[src/sv/ymb_pkg.sv]
// shared constants, result types and the crc helper for the ymodem block receiver
package ymb_pkg;

   localparam int YMB_SIZE_BITS  = 32;
   localparam int YMB_FIFO_DEPTH = 4;
   localparam int YMB_IDX_BITS   = 11;

   localparam logic [YMB_IDX_BITS-1:0] YMB_SHORT_LEN = 11'd128;
   localparam logic [YMB_IDX_BITS-1:0] YMB_LONG_LEN  = 11'd1024;

   localparam logic [15:0] YMB_CRC_POLY = 16'h1021;

   // link characters
   localparam logic [7:0] YMB_SOH  = 8'h01;
   localparam logic [7:0] YMB_STX  = 8'h02;
   localparam logic [7:0] YMB_EOT  = 8'h04;
   localparam logic [7:0] YMB_ACK  = 8'h06;
   localparam logic [7:0] YMB_NAK  = 8'h15;
   localparam logic [7:0] YMB_REQ  = 8'h43;
   localparam logic [7:0] YMB_OVER = 8'h4F;
   localparam logic [7:0] YMB_HDR_NUM     = 8'h00;
   localparam logic [7:0] YMB_HDR_NUM_INV = 8'hFF;

   // item kinds
   localparam logic YMB_KIND_BYTE = 1'b0;
   localparam logic YMB_KIND_TICK = 1'b1;

   // block end codes
   localparam logic [1:0] YMB_END_NONE      = 2'd0;
   localparam logic [1:0] YMB_END_COMMIT    = 2'd1;
   localparam logic [1:0] YMB_END_DISCARD   = 2'd2;

   // status codes
   localparam logic [1:0] YMB_STAT_RUN      = 2'd0;
   localparam logic [1:0] YMB_STAT_FINISHED = 2'd1;
   localparam logic [1:0] YMB_STAT_ABORTED  = 2'd2;

   typedef struct packed {
      logic       tx_valid;
      logic [7:0] tx_byte;
      logic       data_valid;
      logic [7:0] data_byte;
      logic [1:0] block_end;
      logic [1:0] status;
      logic       last;
   } ymb_result_type;

   typedef struct packed {
      logic [1:0]     count;
      ymb_result_type first;
      ymb_result_type second;
   } ymb_step_type;

   function automatic ymb_result_type ymb_make_result(
      input logic       tx_valid,
      input logic [7:0] tx_byte,
      input logic       data_valid,
      input logic [7:0] data_byte,
      input logic [1:0] block_end,
      input logic [1:0] status
   );
      ymb_result_type r;
      r.tx_valid   = tx_valid;
      r.tx_byte    = tx_byte;
      r.data_valid = data_valid;
      r.data_byte  = data_byte;
      r.block_end  = block_end;
      r.status     = status;
      r.last       = 1'b0;
      return r;
   endfunction

   // crc-16/xmodem, one byte msb first
   function automatic logic [15:0] ymb_crc_update(input logic [15:0] crc, input logic [7:0] b);
      logic [15:0] c;
      c = crc ^ {b, 8'h00};
      for (int i = 0; i < 8; i++) begin
         if (c[15]) begin
            c = {c[14:0], 1'b0} ^ YMB_CRC_POLY;
         end else begin
            c = {c[14:0], 1'b0};
         end
      end
      return c;
   endfunction

endpackage

[src/sv/ymb_core.sv]
// protocol state and per-item reply logic of the ymodem block receiver
module ymb_core
   import ymb_pkg::*;
#(
   parameter int SIZE_BITS = YMB_SIZE_BITS
) (
   input  logic         clock,
   input  logic         reset,
   input  logic         step_valid,
   input  logic         step_kind,
   input  logic [7:0]   step_byte,
   output ymb_step_type step_out
);

   typedef enum logic [2:0] {
      PH_WAIT, PH_DATA, PH_FINAL, PH_DONE, PH_ABORT
   } phase_type;

   typedef enum logic [2:0] {
      SS_START, SS_NUM, SS_NUM_INV, SS_PAYLOAD, SS_CRC_HI, SS_CRC_LO
   } sub_type;

   phase_type               phase_ff, phase_in;
   sub_type                 sub_ff, sub_in;
   logic                    long_block_ff, long_block_in;
   logic [YMB_IDX_BITS-1:0] byte_index_ff, byte_index_in;
   logic [15:0]             crc_ff, crc_in;
   logic [7:0]              crc_high_ff, crc_high_in;
   logic [1:0]              eot_count_ff, eot_count_in;
   logic [SIZE_BITS-1:0]    remaining_ff, remaining_in;
   logic                    name_done_ff, name_done_in;
   logic                    digits_ff, digits_in;
   logic [SIZE_BITS-1:0]    accum_ff, accum_in;

   logic [YMB_IDX_BITS-1:0] len;
   logic [SIZE_BITS-1:0]    len_ext;
   logic [YMB_IDX_BITS-1:0] index_next;
   logic [15:0]             crc_next;
   logic [SIZE_BITS+3:0]    accum_wide;
   logic [SIZE_BITS-1:0]    accum_sat;
   logic                    is_digit;
   logic                    crc_ok;
   logic                    in_size;
   logic [SIZE_BITS-1:0]    commit_take;
   logic [1:0]              eot_next;

   assign len        = long_block_ff ? YMB_LONG_LEN : YMB_SHORT_LEN;
   assign len_ext    = {{(SIZE_BITS-YMB_IDX_BITS){1'b0}}, len};
   assign index_next = byte_index_ff + 1'b1;
   assign crc_next   = ymb_crc_update(crc_ff, step_byte);
   assign is_digit   = (step_byte >= 8'h30) && (step_byte <= 8'h39);
   // times ten as two shifts, plus the digit value
   assign accum_wide = ({4'b0000, accum_ff} << 3) + ({4'b0000, accum_ff} << 1)
                       + {{SIZE_BITS{1'b0}}, step_byte[3:0]};
   assign accum_sat  = (accum_wide[SIZE_BITS+3:SIZE_BITS] != 4'd0) ? '1
                                                                    : accum_wide[SIZE_BITS-1:0];
   assign crc_ok     = ({crc_high_ff, step_byte} == crc_ff);
   assign in_size    = ({{(SIZE_BITS-YMB_IDX_BITS){1'b0}}, byte_index_ff} < remaining_ff);
   assign commit_take = (remaining_ff < len_ext) ? remaining_ff : len_ext;
   assign eot_next   = eot_count_ff + 2'd1;

   always_comb begin
      phase_in      = phase_ff;
      sub_in        = sub_ff;
      long_block_in = long_block_ff;
      byte_index_in = byte_index_ff;
      crc_in        = crc_ff;
      crc_high_in   = crc_high_ff;
      eot_count_in  = eot_count_ff;
      remaining_in  = remaining_ff;
      name_done_in  = name_done_ff;
      digits_in     = digits_ff;
      accum_in      = accum_ff;
      step_out      = '0;

      if (step_valid && (phase_ff == PH_WAIT || phase_ff == PH_DATA || phase_ff == PH_FINAL)) begin
         if (step_kind == YMB_KIND_TICK) begin
            if (phase_ff == PH_WAIT && sub_ff == SS_START) begin
               step_out.first = ymb_make_result(1'b1, YMB_REQ, 1'b0, 8'h00,
                                                YMB_END_NONE, YMB_STAT_RUN);
               step_out.count = 2'd1;
            end
         end else begin
            case (sub_ff)
               SS_START: begin
                  if (phase_ff == PH_DATA && step_byte == YMB_EOT) begin
                     eot_count_in = eot_next;
                     if (eot_next >= 2'd2) begin
                        phase_in = PH_FINAL;
                        step_out.first  = ymb_make_result(1'b1, YMB_ACK, 1'b0, 8'h00,
                                                          YMB_END_NONE, YMB_STAT_RUN);
                        step_out.second = ymb_make_result(1'b1, YMB_REQ, 1'b0, 8'h00,
                                                          YMB_END_NONE, YMB_STAT_RUN);
                        step_out.count  = 2'd2;
                     end else begin
                        step_out.first = ymb_make_result(1'b1, YMB_NAK, 1'b0, 8'h00,
                                                         YMB_END_NONE, YMB_STAT_RUN);
                        step_out.count = 2'd1;
                     end
                  end else if (step_byte == YMB_SOH || step_byte == YMB_STX) begin
                     long_block_in = (step_byte == YMB_STX);
                     sub_in        = SS_NUM;
                     byte_index_in = '0;
                     crc_in        = '0;
                     if (phase_ff == PH_WAIT) begin
                        name_done_in = 1'b0;
                        digits_in    = 1'b0;
                        accum_in     = '0;
                     end
                  end
               end
               SS_NUM, SS_NUM_INV: begin
                  if (phase_ff == PH_WAIT &&
                      step_byte != ((sub_ff == SS_NUM) ? YMB_HDR_NUM : YMB_HDR_NUM_INV)) begin
                     phase_in = PH_ABORT;
                     sub_in   = SS_START;
                     step_out.first = ymb_make_result(1'b0, 8'h00, 1'b0, 8'h00,
                                                      YMB_END_NONE, YMB_STAT_ABORTED);
                     step_out.count = 2'd1;
                  end else begin
                     sub_in = (sub_ff == SS_NUM) ? SS_NUM_INV : SS_PAYLOAD;
                  end
               end
               SS_PAYLOAD: begin
                  crc_in = crc_next;
                  if (phase_ff == PH_WAIT) begin
                     // header block: file name, nul, then decimal size
                     if (!name_done_ff) begin
                        if (step_byte == 8'h00) begin
                           name_done_in = 1'b1;
                           digits_in    = 1'b1;
                        end
                     end else if (digits_ff) begin
                        if (is_digit) begin
                           accum_in = accum_sat;
                        end else begin
                           digits_in = 1'b0;
                        end
                     end
                  end else if (phase_ff == PH_DATA && in_size) begin
                     step_out.first = ymb_make_result(1'b0, 8'h00, 1'b1, step_byte,
                                                      YMB_END_NONE, YMB_STAT_RUN);
                     step_out.count = 2'd1;
                  end
                  byte_index_in = index_next;
                  if (index_next >= len) begin
                     sub_in = SS_CRC_HI;
                  end
               end
               SS_CRC_HI: begin
                  crc_high_in = step_byte;
                  sub_in      = SS_CRC_LO;
               end
               default: begin
                  sub_in = SS_START;
                  if (phase_ff == PH_FINAL) begin
                     phase_in = PH_DONE;
                     step_out.first  = ymb_make_result(1'b1, YMB_ACK, 1'b0, 8'h00,
                                                       YMB_END_NONE, YMB_STAT_RUN);
                     step_out.second = ymb_make_result(1'b1, YMB_OVER, 1'b0, 8'h00,
                                                       YMB_END_NONE, YMB_STAT_FINISHED);
                     step_out.count  = 2'd2;
                  end else if (phase_ff == PH_WAIT) begin
                     if (crc_ok) begin
                        remaining_in = name_done_ff ? accum_ff : '0;
                        phase_in     = PH_DATA;
                        step_out.first  = ymb_make_result(1'b1, YMB_ACK, 1'b0, 8'h00,
                                                          YMB_END_NONE, YMB_STAT_RUN);
                        step_out.second = ymb_make_result(1'b1, YMB_REQ, 1'b0, 8'h00,
                                                          YMB_END_NONE, YMB_STAT_RUN);
                        step_out.count  = 2'd2;
                     end else begin
                        step_out.first = ymb_make_result(1'b1, YMB_NAK, 1'b0, 8'h00,
                                                         YMB_END_NONE, YMB_STAT_RUN);
                        step_out.count = 2'd1;
                     end
                  end else if (crc_ok) begin
                     remaining_in   = remaining_ff - commit_take;
                     step_out.first = ymb_make_result(1'b1, YMB_ACK, 1'b0, 8'h00,
                                                      YMB_END_COMMIT, YMB_STAT_RUN);
                     step_out.count = 2'd1;
                  end else begin
                     step_out.first = ymb_make_result(1'b1, YMB_NAK, 1'b0, 8'h00,
                                                      YMB_END_DISCARD, YMB_STAT_RUN);
                     step_out.count = 2'd1;
                  end
               end
            endcase
         end
      end

      if (step_out.count == 2'd1) begin
         step_out.first.last = 1'b1;
      end
      if (step_out.count == 2'd2) begin
         step_out.second.last = 1'b1;
      end
   end

   always_ff @(posedge clock) begin
      if (reset) begin
         phase_ff      <= PH_WAIT;
         sub_ff        <= SS_START;
         long_block_ff <= 1'b0;
         byte_index_ff <= '0;
         crc_ff        <= '0;
         crc_high_ff   <= '0;
         eot_count_ff  <= '0;
         remaining_ff  <= '0;
         name_done_ff  <= 1'b0;
         digits_ff     <= 1'b0;
         accum_ff      <= '0;
      end else begin
         phase_ff      <= phase_in;
         sub_ff        <= sub_in;
         long_block_ff <= long_block_in;
         byte_index_ff <= byte_index_in;
         crc_ff        <= crc_in;
         crc_high_ff   <= crc_high_in;
         eot_count_ff  <= eot_count_in;
         remaining_ff  <= remaining_in;
         name_done_ff  <= name_done_in;
         digits_ff     <= digits_in;
         accum_ff      <= accum_in;
      end
   end

endmodule

[src/sv/ymb_rsp_fifo.sv]
// small result queue taking up to two results per cycle and giving one
module ymb_rsp_fifo
   import ymb_pkg::*;
(
   input  logic           clock,
   input  logic           reset,
   input  ymb_step_type   push,
   output logic           room,
   output logic           out_valid,
   input  logic           out_ready,
   output ymb_result_type out_item
);

   localparam int PtrBits   = $clog2(YMB_FIFO_DEPTH);
   localparam int CountBits = $clog2(YMB_FIFO_DEPTH + 1);

   ymb_result_type       mem_ff [YMB_FIFO_DEPTH];
   logic [PtrBits-1:0]   wr_ptr_ff, wr_ptr_in;
   logic [PtrBits-1:0]   rd_ptr_ff, rd_ptr_in;
   logic [CountBits-1:0] count_ff, count_in;
   logic                 pop;
   logic [PtrBits-1:0]   wr_ptr_next;

   assign out_valid   = (count_ff != '0);
   assign out_item    = mem_ff[rd_ptr_ff];
   assign pop         = out_valid && out_ready;
   // room for a full two-result push, pops in the same cycle not counted
   assign room        = (count_ff <= CountBits'(YMB_FIFO_DEPTH - 2));
   assign wr_ptr_next = wr_ptr_ff + 1'b1;

   always_comb begin
      wr_ptr_in = wr_ptr_ff + PtrBits'(push.count);
      rd_ptr_in = pop ? (rd_ptr_ff + 1'b1) : rd_ptr_ff;
      count_in  = count_ff + CountBits'(push.count) - CountBits'(pop);
   end

   always_ff @(posedge clock) begin
      if (push.count != 2'd0) begin
         mem_ff[wr_ptr_ff] <= push.first;
      end
      if (push.count == 2'd2) begin
         mem_ff[wr_ptr_next] <= push.second;
      end
   end

   always_ff @(posedge clock) begin
      if (reset) begin
         wr_ptr_ff <= '0;
         rd_ptr_ff <= '0;
         count_ff  <= '0;
      end else begin
         wr_ptr_ff <= wr_ptr_in;
         rd_ptr_ff <= rd_ptr_in;
         count_ff  <= count_in;
      end
   end

endmodule

[src/sv/ymodem_block_receiver.sv]
// top level of the ymodem block receiver: input register, protocol core, result queue
// flow: an accepted item waits in the input register until the queue has room, is then
//   processed by the core, and its results are written to the queue and offered on rsp_
// throughput: one item per cycle while the queue has room; the queue drains one result per
//   cycle while rsp_tready is high, so a two-result item (ack plus request or finish) needs two transfers
// reset: synchronous, active high; returns to waiting for the start, no clearing pass
module ymodem_block_receiver
   import ymb_pkg::*;
#(
   parameter int SIZE_BITS = YMB_SIZE_BITS
) (
   input  logic        clock,
   input  logic        reset,
   // input items: link bytes and timeout ticks
   input  logic        req_tvalid,
   output logic        req_tready,
   input  logic [7:0]  req_tdata,   // rx_byte
   input  logic        req_tuser,   // kind: 0 byte, 1 tick
   // result items
   output logic        rsp_tvalid,
   input  logic        rsp_tready,
   output logic [23:0] rsp_tdata,   // tx_valid, tx_byte, data_valid, data_byte,
                                    // block_end, status, zero pad
   output logic        rsp_tlast    // last result of the item
);

   logic           in_valid_ff, in_valid_in;
   logic           in_kind_ff;
   logic [7:0]     in_byte_ff;
   logic           accept;
   logic           consume;
   logic           room;
   ymb_step_type   step;
   ymb_result_type out_item;

   // the held item goes to the core only when the queue can take two results
   assign consume    = in_valid_ff && room;
   assign req_tready = !in_valid_ff || room;
   assign accept     = req_tvalid && req_tready;

   always_comb begin
      if (accept) begin
         in_valid_in = 1'b1;
      end else if (consume) begin
         in_valid_in = 1'b0;
      end else begin
         in_valid_in = in_valid_ff;
      end
   end

   always_ff @(posedge clock) begin
      if (reset) begin
         in_valid_ff <= 1'b0;
      end else begin
         in_valid_ff <= in_valid_in;
      end
   end

   // item payload, no reset needed
   always_ff @(posedge clock) begin
      if (accept) begin
         in_kind_ff <= req_tuser;
         in_byte_ff <= req_tdata;
      end
   end

   // framing, crc check, size parse and reply selection
   ymb_core #(
      .SIZE_BITS (SIZE_BITS)
   ) u_core (
      .clock      (clock),
      .reset      (reset),
      .step_valid (consume),
      .step_kind  (in_kind_ff),
      .step_byte  (in_byte_ff),
      .step_out   (step)
   );

   // results wait here until the downstream side takes them
   ymb_rsp_fifo u_rsp_fifo (
      .clock     (clock),
      .reset     (reset),
      .push      (step),
      .room      (room),
      .out_valid (rsp_tvalid),
      .out_ready (rsp_tready),
      .out_item  (out_item)
   );

   assign rsp_tdata = {2'b00, out_item.status, out_item.block_end, out_item.data_byte,
                       out_item.data_valid, out_item.tx_byte, out_item.tx_valid};
   assign rsp_tlast = out_item.last;

endmodule
[config.mk]
export PLATFORM = sky130hd
export DESIGN_NAME = ymodem_block_receiver
export DESIGN_NICKNAME = d
export VERILOG_FILES = /design/src/sv/ymb_pkg.sv /design/src/sv/ymb_core.sv /design/src/sv/ymb_rsp_fifo.sv /design/src/sv/ymodem_block_receiver.sv
export SDC_FILE = /design/constraint.sdc
export NUM_CORES = 1
export LEC_CHECK = 0
export ABC_CLOCK_PERIOD_IN_PS = 5800
export BUFFER_PORTS_ARGS = -buffer_cell sky130_fd_sc_hd__buf_2
export CORE_ASPECT_RATIO = 0.7
export CORE_UTILIZATION = 30
export CTS_CLUSTER_DIAMETER = 50
export DETAILED_ROUTE_END_ITERATION = 7
export PLACE_DENSITY = 0.56
export SLEW_MARGIN = 20
export SYNTH_ARGS = -nofsm -noshare
export SYNTH_HDL_FRONTEND = slang
export SYNTH_SLANG_ARGS = --single-unit
[constraint.sdc]
create_clock -name clock -period 5.8 [get_ports clock]
set_input_delay 0 -clock clock [delete_from_list [all_inputs] [get_ports clock]]
set_output_delay 0 -clock clock [all_outputs]
set_load 0.02 [all_outputs]
==> metrics.csv, run 1 <==
stage,metric,value,unit
outcome,status,finished clean,
logic_synthesis,share of synthesized flip-flops with an asynchronous set or reset,0,%
layout,Seq. cell area,0.004554,mm^2
global_route,first-pass GRT wire length,53470,um
clock_tree,CTS tree,yes,
floorplanning,row cnt,61,
clock_tree,buffers inserted by post-CTS timing repair,0,
sta,min Tclk post-route,4366,ps
clock_tree,post-CTS resize count,0,
placed_design,input/output buffers,35,
worst_setup_path,Crit Path Category,reg2reg,
worst_setup_path,critical path required time,6180,ps
worst_setup_path,Max stage delay on crit path,660,ps
floorplanning,IO Count,40,
flow_run,max-cap viol count,0,
layout,Syn-to-layout area delta,13.29,%
worst_setup_path,worst path bufs/invs,0,
logic_synthesis,Yosys warning total,0,
clock_tree,"Reg clk slew, reported paths",60,ps
drt,First-pass DRT Iterations,7,
pwr,post-route total power,3.519,mW
clock_tree,worst skew pair latency,530,ps
drt,Post-route DRC,0,
sta,Slew headroom,30.29,%
floorplanning,initial core utilization,30.54,%
logic_synthesis,post-synth cell types,72,
clock_tree,root buffer cell,clkbuf_16,
floorplanning,core footprint,0.03984,mm^2
worst_setup_path,Startpoint Class,flop,
logic_synthesis,Post-Synthesis Cells,1408,
drt,initial DRC count,805,
clock_tree,cts bufs inserted,25,
sta,Final period util,75.28,%
sta,setup tns final,0,ps
global_route,GRT Overall Usage,15.80,%
drt,Via-to-Cell Ratio,5.280,
worst_setup_path,"delay-heaviest family, CP",simple AND/OR/NAND/NOR gates,
logic_synthesis,synth top area cells,"dfxtp_1 28%, edfxtp_1 9.1%, ha_1 8.6%",
sta,final count of hold timing violations,0,
min_path,worst min path class,in2reg,
pwr,maximum VDD drop,0.1493,mV
worst_setup_path,cell repeated most along the worst path,or4_4,
layout,fill count,4111,
floorplanning,die height,170.5,um
worst_setup_path,crit-path cells,"or4_4, or4_4, or4_4, nand2_1, o21ai_0, ha_1, or2_2, a21o_1, a21oi_4, or2b_2, and2_1, nand2_1, mux2i_1, o22ai_1",
worst_setup_path,Worst EP arrival,4750,ps
drt,DR WL/cell,16.68,um
logic_synthesis,Synth Flop Type,dfxtp_1,
global_route,initial antenna violation count,0,
logic_synthesis,area of the mapped netlist,0.01217,mm^2
layout,share of cells above drive strength 1,10.10,%
pwr,Power Density,255.3,mW/mm^2
floorplanning,DIE WIDTH,242.7,um
clock_tree,CTS Buffer Depth,3,
clock_tree,hold_buf cts,13,
pwr,Static Leak,5.347,nW
sta,Slew Limit Fails,0,
floorplanning,die area,0.04138,mm^2
sta,Final setup viols,0,
clock_tree,clk sink count,209,
layout,ANT cells,0,
global_route,number of global-route vias before repair,9703,
logic_synthesis,"EDFF count, synth",37,
drt,Routed WL,32880,um
sta,worst-margin pin slew,1044,ps
worst_setup_path,Crit. End Element,flop,
logic_synthesis,largest area contributor in the netlist,dfxtp_1,
logic_synthesis,register area share after synthesis,37.43,%
logic_synthesis,share of the synthesized area in the top cell type,28.30,%
drt,via count,10410,
layout,final net count,1517,
logic_synthesis,Yosys reg bits,209,
placed_design,placer congestion estimate,0.8266,
logic_synthesis,Synth Area per Inst,8.641,um^2
drt,ANT nets after route,0,
clock_tree,H-tree depth,1,
sta,Setup Skew,13.10,ps
sta,RSZ-0062 raised after global routing,false,
worst_setup_path,CP max FO,15,
sta,Max Freq,0.2290,GHz
worst_setup_path,Crit-path slowest cell,or4_4,
global_route,largest net degree at the start of global routing,75,
layout,area of the multi-input gates,0.007133,mm^2
global_route,GRT Residual Overflow,0,
placed_design,DP Wirelength,23010,um
[layer usage]
layer | global-route usage, % | vias up | routed length, um | share of wire [%]
li1 | - | 5119 | - | -
met1 | 25.03 | 4992 | 17420 | 53
met2 | 22.18 | 267 | 13230 | 40
met3 | 2.714 | 29 | 1856 | 5.6
met4 | 2.352 | 0 | 374 | 1.1
met5 | 0 | - | 0 | 0
[cells by family after synthesis]
family                     after synthesis  share of synthesized area (%)
and+or+nand+nor                        466                          18.21
AOI/OAI and AO/OA                      403                          20.14
DFF                                    209                          37.43
buffers and inverters                  125                          4.258
adders and majority gates               87                          9.132
xor gates and xnor gates                81                          5.831
muxes                                   35                          4.936
other                                    2                        0.06173
[report_power, final]
group / total [mW] / switching, mW / internal (mW)
Sequential: 1.55 / 0.0445 / 1.51
Clock: 1.59 / 0.674 / 0.918
Combinational: 0.375 / 0.218 / 0.157
[registers in the layout (all words and copies together) (netlist names), 2 cells and up, named ones only]
| name | flops |
|---|---|
| in_byte_ff | 8 |
| u_core.byte_index_ff | 11 |
| u_rsp_fifo.rd_ptr_ff | 2 |
| u_core.phase_ff | 3 |
| u_rsp_fifo.mem_ff | 80 |
| u_core.sub_ff | 3 |
| u_core.remaining_ff | 32 |
| u_rsp_fifo.count_ff | 3 |
| u_core.eot_count_ff | 2 |
| u_core.crc_ff | 16 |
| u_core.accum_ff | 32 |
| u_rsp_fifo.wr_ptr_ff | 2 |
| u_core.crc_high_ff | 8 |
[per-stage QoR]
step	utilization (%)	worst slack (ps)	hold WS (ps)	instances	cell area (um^2)
finish	34.60	1434	176.3	1971	13780
floorplan	-	1681	98.87	1411	12180
global placement	32.18	1573	180.0	1912	12820
global route	34.60	1192	164.6	1971	13780
detailed placement	32.18	1460	178.7	1912	12820
CTS	34.60	1464	146.4	1971	13780
[final cells by class]
| cell class | instances | share of cell area (%) |
|---|---|---|
| inverter | 35 | 0.9532 |
| clock inverter | 18 | 1.271 |
| timing repair buffer | 69 | 3.359 |
| clock buffer | 28 | 4.766 |
| tap | 535 | 4.857 |
| multi-input combinational | 1077 | 51.75 |
| sequential | 209 | 33.04 |
[cells in the mapped netlist, drive strengths merged (3+ instances only)]
cell,count
or3,6
o32ai,3
o211ai,10
xnor2,57
nor3b,5
nand2,133
or2,6
mux4,20
o21ai,167
o31a,5
a21o,15
nand2b,10
nor2b,14
edfxtp,37
a22oi,27
dfxtp,172
and2,8
o21a,10
a21oi,88
inv,35
o22ai,8
buf,18
or4,7
nand3b,8
nor2,133
nor3,23
nand4,14
nand3,72
nor4,7
ha,84
o31ai,3
o21bai,5
a211o,3
a31oi,11
a221oi,8
fa,3
a32oi,9
xor2,24
clkbuf,72
and3,15
mux2i,15
a211oi,17
[cell usage in the layout, fill, tap and decap left out, drive strengths merged, types with 10 or more instances in the layout]
master,n
mux2i,15
inv,39
ha,84
o21ai,167
and3,15
clkinv,10
o211ai,10
nand4,14
nor2b,14
a21oi,88
nand3,72
edfxtp,37
nor3,23
xor2,24
a21o,15
a211oi,17
nor2,133
buf,56
nand2b,10
dlygate4sd3,13
xnor2,57
clkbuf,28
o21a,10
a31oi,11
dfxtp,172
nand2,133
a22oi,27
mux4,20
[final timing paths]
path	from	end	slack, ps	depth (start not counted)
min	req_tdata[1]	in_byte_ff[1]	180	2
min reg2reg	u_rsp_fifo.mem_ff[3][2]	u_rsp_fifo.mem_ff[3][2]	460	2
max	u_core.remaining_ff[20]	u_core.remaining_ff[22]	1430	14
max reg2reg	u_core.remaining_ff[20]	u_core.remaining_ff[22]	1430	14
No activity file was read; power rests on OpenSTA's default activity.
==> run 2, diff against run 1 <==
- ABC_CLOCK_PERIOD_IN_PS: 5800 -> 4200
- clock period: 5.8 -> 4.2 ns (I/O delays scaled with it)
==> run 2 against run 1 <==
Compared with the run above:
- global-route usage is 0.19 points lower
- die area unchanged
- non-clock buffer count increased by 19
- total power increased by 45%
- largest power group unchanged
- highest routed layer unchanged
==> metrics.csv, run 2 (synthesis results as in run 1) <==
stage,metric,value,unit
flow_run,max-cap viol count,0,
sta,min Tclk post-route,4016,ps
sta,setup tns final,0,ps
drt,Routed WL,32430,um
worst_setup_path,Startpoint Class,flop,
sta,hold slack,125.3,ps
pwr,Power Density,363.5,mW/mm^2
clock_tree,"Reg clk slew, reported paths",60,ps
floorplanning,DIE WIDTH,242.7,um
floorplanning,IO Count,40,
layout,Final Util,35.20,%
placed_design,dpl ws,127.1,ps
sta,Slew headroom,28.33,%
placed_design,DP Wirelength,23120,um
pwr,Static Leak,5.478,nW
global_route,first-pass GRT wire length,52630,um
placed_design,input/output buffers,35,
placed_design,placed cell count,1933,
placed_design,placed inst area,0.01298,mm^2
layout,fill count,4081,
worst_setup_path,Worst EP arrival,4390,ps
layout,Seq. cell area,0.004554,mm^2
drt,DR WL/cell,16.29,um
worst_setup_path,CP max FO,7,
drt,First-pass DRT Iterations,7,
worst_setup_path,Crit. End Element,flop,
sta,Final period util,95.62,%
layout,final net count,1537,
drt,Post-route DRC,0,
global_route,initial antenna violation count,0,
drt,Via-to-Cell Ratio,5.238,
layout,share of cells above drive strength 1,11.47,%
clock_tree,clk sink count,209,
layout,Largest Register,u_rsp_fifo.mem_ff,
sta,worst-margin pin slew,1074,ps
layout,area of the multi-input gates,0.007136,mm^2
worst_setup_path,Reg-to-Reg Start,u_core.remaining_ff[20],
clock_tree,cts bufs inserted,26,
placed_design,placer congestion estimate,0.8388,
sta,post-route setup slack,183.9,ps
pwr,part of the power in the clock network,47.5,%
floorplanning,die area,0.04138,mm^2
layout,"commonest non-fill, non-tap cell in the layout",dfxtp_1,
global_route,GRT Residual Overflow,0,
clock_tree,root buffer cell,clkbuf_16,
pwr,sequential share of power,42.0,%
drt,via count,10430,
floorplanning,initial core utilization,30.54,%
drt,ANT nets after route,0,
worst_setup_path,Crit Path Category,reg2reg,
pwr,combinational power share,10.6,%
layout,most frequent cells in the layout,"172 x dfxtp_1, 153 x o21ai_0, 132 x nand2_1",
min_path,worst min path class,in2reg,
layout,number of flip-flops in the largest register,80,
global_route,GRT Overall Usage,15.61,%
clock_tree,worst skew pair latency,540,ps
floorplanning,core footprint,0.03984,mm^2
floorplanning,die height,170.5,um
sta,Setup Skew,16.96,ps
sta,RSZ-0062 raised after global routing,false,
worst_setup_path,critical path required time,4570,ps
sta,Max Freq,0.2490,GHz
pwr,Sw Share,25.06,%
layout,ANT cells,0,
global_route,largest net degree at the start of global routing,50,
clock_tree,CTS Buffer Depth,3,
sta,Slew Limit Fails,0,
pwr,Int Pwr,3.820,mW
clock_tree,H-tree depth,1,
clock_tree,CTS tree,yes,
worst_setup_path,crit path launch,u_core.remaining_ff[20],
sta,Final setup viols,0,
pwr,post-route total power,5.098,mW
global_route,number of global-route vias before repair,9757,
layout,final non-filler cell total,1991,
layout,biggest regs,"u_rsp_fifo.mem_ff (80), u_core.accum_ff (32), u_core.remaining_ff (32)",
drt,initial DRC count,748,
pwr,maximum VDD drop,0.2248,mV
sta,final count of hold timing violations,0,
layout,cell area after layout,0.01402,mm^2
floorplanning,row cnt,61,
outcome,status,finished clean,
layout,Syn-to-layout area delta,15.27,%
min_path,HP Start,reset,
pwr,Net Switching,1.278,mW
run 2: worst paths after layout:
check	endpoint	slack (ps)	cells past startpoint
setup / recovery	u_core.remaining_ff[18]	180	14
hold / removal	u_core.remaining_ff[1]	130	2
setup reg to reg	u_core.remaining_ff[18]	180	14
hold reg to reg	u_rsp_fifo.mem_ff[3][7]	470	2
run 2: per-layer routing:
layer | GRT usage (%) | up-vias | routed length, um
met2 | 22.34 | 252 | 13070
met3 | 2.494 | 42 | 1640
met5 | 0 | - | 0
li1 | - | 5168 | -
met1 | 24.18 | 4966 | 17220
met4 | 3.281 | 0 | 506
run 2: timing repair:
| item | in CTS | in global routing |
|---|---|---|
| hold endpoints to repair | 12 | 0 |
| endpoints found under the setup margin | 0 | 5 |
| gates resized for setup | 0 | 2 |
| setup buffers | 0 | 0 |
| hold buffers | 11 | 0 |
run 2: power groups by stage:
| stage | Combinational, mW | Clock (mW) | Sequential [mW] |
|---|---|---|---|
| floorplan | 0.415 | 0 | 2.14 |
| detailed placement | 0.535 | 0 | 2.19 |
| global placement | 0.529 | 0 | 2.18 |
| global route | 0.590 | 2.56 | 2.15 |
| finish | 0.539 | 2.42 | 2.14 |
| CTS | 0.546 | 2.47 | 2.14 |
run 2: layout make-up:
type / count / area share (%)
Clock inverter: 11 / 1.240
Clock buffer: 36 / 5.415
Inverter: 35 / 0.9367
Multi-Input combinational cell: 1077 / 50.88
Tap cell: 535 / 4.773
Timing Repair Buffer: 88 / 4.282
Sequential cell: 209 / 32.47
run 2: critical path, cell delays in order (launching register included):
cell      delay (ps)
dfxtp_1          340
or4_4            560
or4_4            470
or4_4            540
nand2_1          100
o21ai_0           90
ha_1             290
or2_2            300
a21o_1           190
a21oi_4          150
or2b_2           200
o21ai_1           90
or2_0            220
a221oi_1         240
nor3_1            70
==> run 3, diff against run 2 <==
- ABC_AREA: not set -> 1
==> run 3 against run 2 <==
Compared with the run above:
- cell area grew 12%
- sequential share of layout area shrank 3.4 points
- critical endpoint is now u_core.accum_ff[5]
- sequential power grew 12%
- highest routed layer unchanged
- count of clock-buffer cells in the layout shrank 3
- register-to-register slack gained 160 ps
==> metrics.csv, run 3 <==
stage,metric,value,unit
logic_synthesis,Post-Synthesis Cells,2039,
worst_setup_path,cell repeated most along the worst path,nand2_1,
global_route,first-pass GRT wire length,67680,um
layout,Syn-to-layout area delta,11.39,%
clock_tree,root buffer cell,clkbuf_16,
outcome,status,finished clean,
sta,RSZ-0062 raised after global routing,false,
flow_run,max-cap viol count,0,
sta,final count of hold timing violations,0,
sta,min Tclk post-route,3856,ps
worst_setup_path,crit-path cells,"clkinv_2, fa_1, inv_1, fa_1, nand3_1, nand2_1, a21oi_1, o21ai_1, nand2_1, nand3b_1, nand2_1, nand2_1, inv_2, nand3_1, nand2_1, a21oi_1",
logic_synthesis,Synth Area in Adders,7.896,%
logic_synthesis,combinational family with the most area after synthesis,simple AND/OR/NAND/NOR gates,
clock_tree,CTS Buffer Depth,3,
floorplanning,row cnt,65,
layout,ANT cells,0,
logic_synthesis,XOR/XNOR Fraction of Synth Area,4.668,%
global_route,initial antenna violation count,0,
sta,Final period util,91.80,%
layout,number of flip-flops in the largest register,80,
worst_setup_path,Crit-path slowest cell,fa_1,
clock_tree,cts bufs inserted,27,
logic_synthesis,register area share after synthesis,32.37,%
layout,Largest Register,u_rsp_fifo.mem_ff,
floorplanning,core footprint,0.04563,mm^2
floorplanning,DIE WIDTH,260.9,um
worst_setup_path,Worst EP arrival,4260,ps
worst_setup_path,Max stage delay on crit path,560,ps
logic_synthesis,Yosys reg bits,209,
drt,Routed WL,42350,um
logic_synthesis,synth top area cells,"dfxtp_1 24%, nand2_1 11%, edfxtp_1 7.9%",
logic_synthesis,Synth Area per Inst,6.901,um^2
sta,Slew Limit Fails,0,
drt,DR WL/cell,15.86,um
clock_tree,"Reg clk slew, reported paths",60,ps
min_path,worst min path class,in2reg,
clock_tree,CTS tree,yes,
layout,Seq. cell area,0.004554,mm^2
clock_tree,H-tree depth,1,
pwr,maximum VDD drop,0.2878,mV
logic_synthesis,Yosys warning total,0,
clock_tree,clk sink count,209,
worst_setup_path,Crit Path Category,reg2reg,
sta,setup tns final,0,ps
placed_design,input/output buffers,35,
logic_synthesis,most frequent cells after synthesis,"404 x nand2_1, 250 x nor2_1, 215 x a21oi_1, 185 x nand3_1, 174 x inv_1",
sta,post-route setup slack,344.2,ps
worst_setup_path,CP max FO,32,
drt,ANT nets after route,0,
floorplanning,IO Count,40,
drt,initial DRC count,1200,
logic_synthesis,post-synth cell types,57,
sta,Setup Skew,22.29,ps
clock_tree,buffers inserted by post-CTS timing repair,0,
logic_synthesis,area of the mapped netlist,0.01407,mm^2
placed_design,dpl ws,429.5,ps
logic_synthesis,"EDFF count, synth",37,
global_route,GRT Residual Overflow,0,
layout,fill count,4825,
logic_synthesis,simple-gate share of the synthesized area,30.31,%
sta,Max Freq,0.2594,GHz
sta,worst-margin pin slew,1070,ps
placed_design,DP Wirelength,30730,um
clock_tree,worst skew pair latency,550,ps
placed_design,placer congestion estimate,0.9044,
logic_synthesis,share of synthesized flip-flops with an asynchronous set or reset,0,%
floorplanning,initial core utilization,30.84,%
sta,Final setup viols,0,
pwr,post-route total power,5.892,mW
placed_design,placed inst area,0.01468,mm^2
layout,cell area after layout,0.01567,mm^2
layout,area of the multi-input gates,0.008294,mm^2
drt,Via-to-Cell Ratio,5.079,
floorplanning,die area,0.04779,mm^2
floorplanning,die height,183.2,um
global_route,GRT Overall Usage,17.56,%
global_route,number of global-route vias before repair,12240,
worst_setup_path,Startpoint Class,flop,
sta,hold slack,163.4,ps
layout,final net count,2148,
drt,First-pass DRT Iterations,5,
drt,via count,13570,
drt,Post-route DRC,0,
logic_synthesis,mux cell area share after synthesis,0,%
logic_synthesis,compound-cell area share of the yosys netlist,15.86,%
logic_synthesis,Synth Flop Type,dfxtp_1,
global_route,largest net degree at the start of global routing,87,
layout,"commonest non-fill, non-tap cell in the layout",nand2_1,
layout,most frequent cells in the layout,"404 x nand2_1, 246 x nor2_1, 215 x a21oi_1",
worst_setup_path,Crit. End Element,flop,
pwr,Power Density,375.9,mW/mm^2
pwr,Static Leak,7.247,nW
logic_synthesis,share of the synthesized area in the top cell type,24.47,%
layout,share of cells above drive strength 1,9.139,%
worst_setup_path,critical path required time,4600,ps
logic_synthesis,largest area contributor in the netlist,dfxtp_1,
sta,Slew headroom,28.61,%
layout,biggest regs,"u_rsp_fifo.mem_ff (80), u_core.accum_ff (32), u_core.remaining_ff (32)",
logic_synthesis,"count leader, synth",nand2_1,
==> run 3: worst paths after layout <==
check                               from                     end  slack, ps  cells past startpoint
setup / recovery           in_byte_ff[3]      u_core.accum_ff[5]        340                     16
hold / removal              req_tdata[1]           in_byte_ff[1]        160                      2
setup reg to reg           in_byte_ff[3]      u_core.accum_ff[5]        340                     16
hold reg to reg   u_core.remaining_ff[0]  u_core.remaining_ff[0]        470                      2
==> run 3: metal layers <==
| layer | part of all wire [%] | vias to the layer above | GRT usage [%] | routed length, um |
|---|---|---|---|---|
| met4 | 1.4 | 0 | 3.392 | 606 |
| met1 | 53 | 6310 | 27.78 | 22440 |
| met3 | 6.3 | 46 | 3.123 | 2683 |
| met5 | 0 | - | 0 | 0 |
| li1 | - | 6801 | - | - |
| met2 | 39 | 409 | 24.15 | 16620 |
==> run 3: cells by family (layout without fill, tap and decap cells) <==
group | Yosys count | after routing
other cells | 2 | 5
xor+xnor | 75 | 75
fa+ha+maj | 87 | 87
flops | 209 | 209
simple gates | 962 | 962
compound gates | 414 | 414
buf+inv | 290 | 316
==> run 3: cell type report <==
class,count,area share (%)
timing repair buffer,68,2.922
clock inverter,16,0.9499
sequential,209,29.06
inverter,199,4.790
multi-input combinational,1543,52.92
tap,603,4.814
clock buffer,33,4.550
==> run 3: critical path: cells and delay by family (launching register included) <==
kind | cells | cell delay (ps)
buffers and inverters | 3 | 700
AND/OR/NAND/NOR | 8 | 810
flip-flops | 1 | 520
AO/OA/AOI/OAI | 3 | 640
adder cells (fa/ha/maj) | 2 | 1010
==> run 3: timing repair <==
item / in CTS / in global routing
hold buffers: 13 / 0
hold endpoints to repair: 43 / 0
gates resized for setup: 0 / 0
==> run 3: stage by stage <==
stage	instances	util (%)
3_3_place_gp	2609	32.17
5_1_grt	2671	34.35
6_report	2671	34.35
2_1_floorplan	2042	-
4_1_cts	2671	34.35
3_5_place_dp	2609	32.17
==> run 3: power by group <==
| group | internal [mW] | leakage [nW] | switching, mW |
|---|---|---|---|
| clock network | 1.29 | 0.415 | 0.951 |
| logic | 0.412 | 5.08 | 0.851 |
| registers | 2.26 | 1.75 | 0.124 |
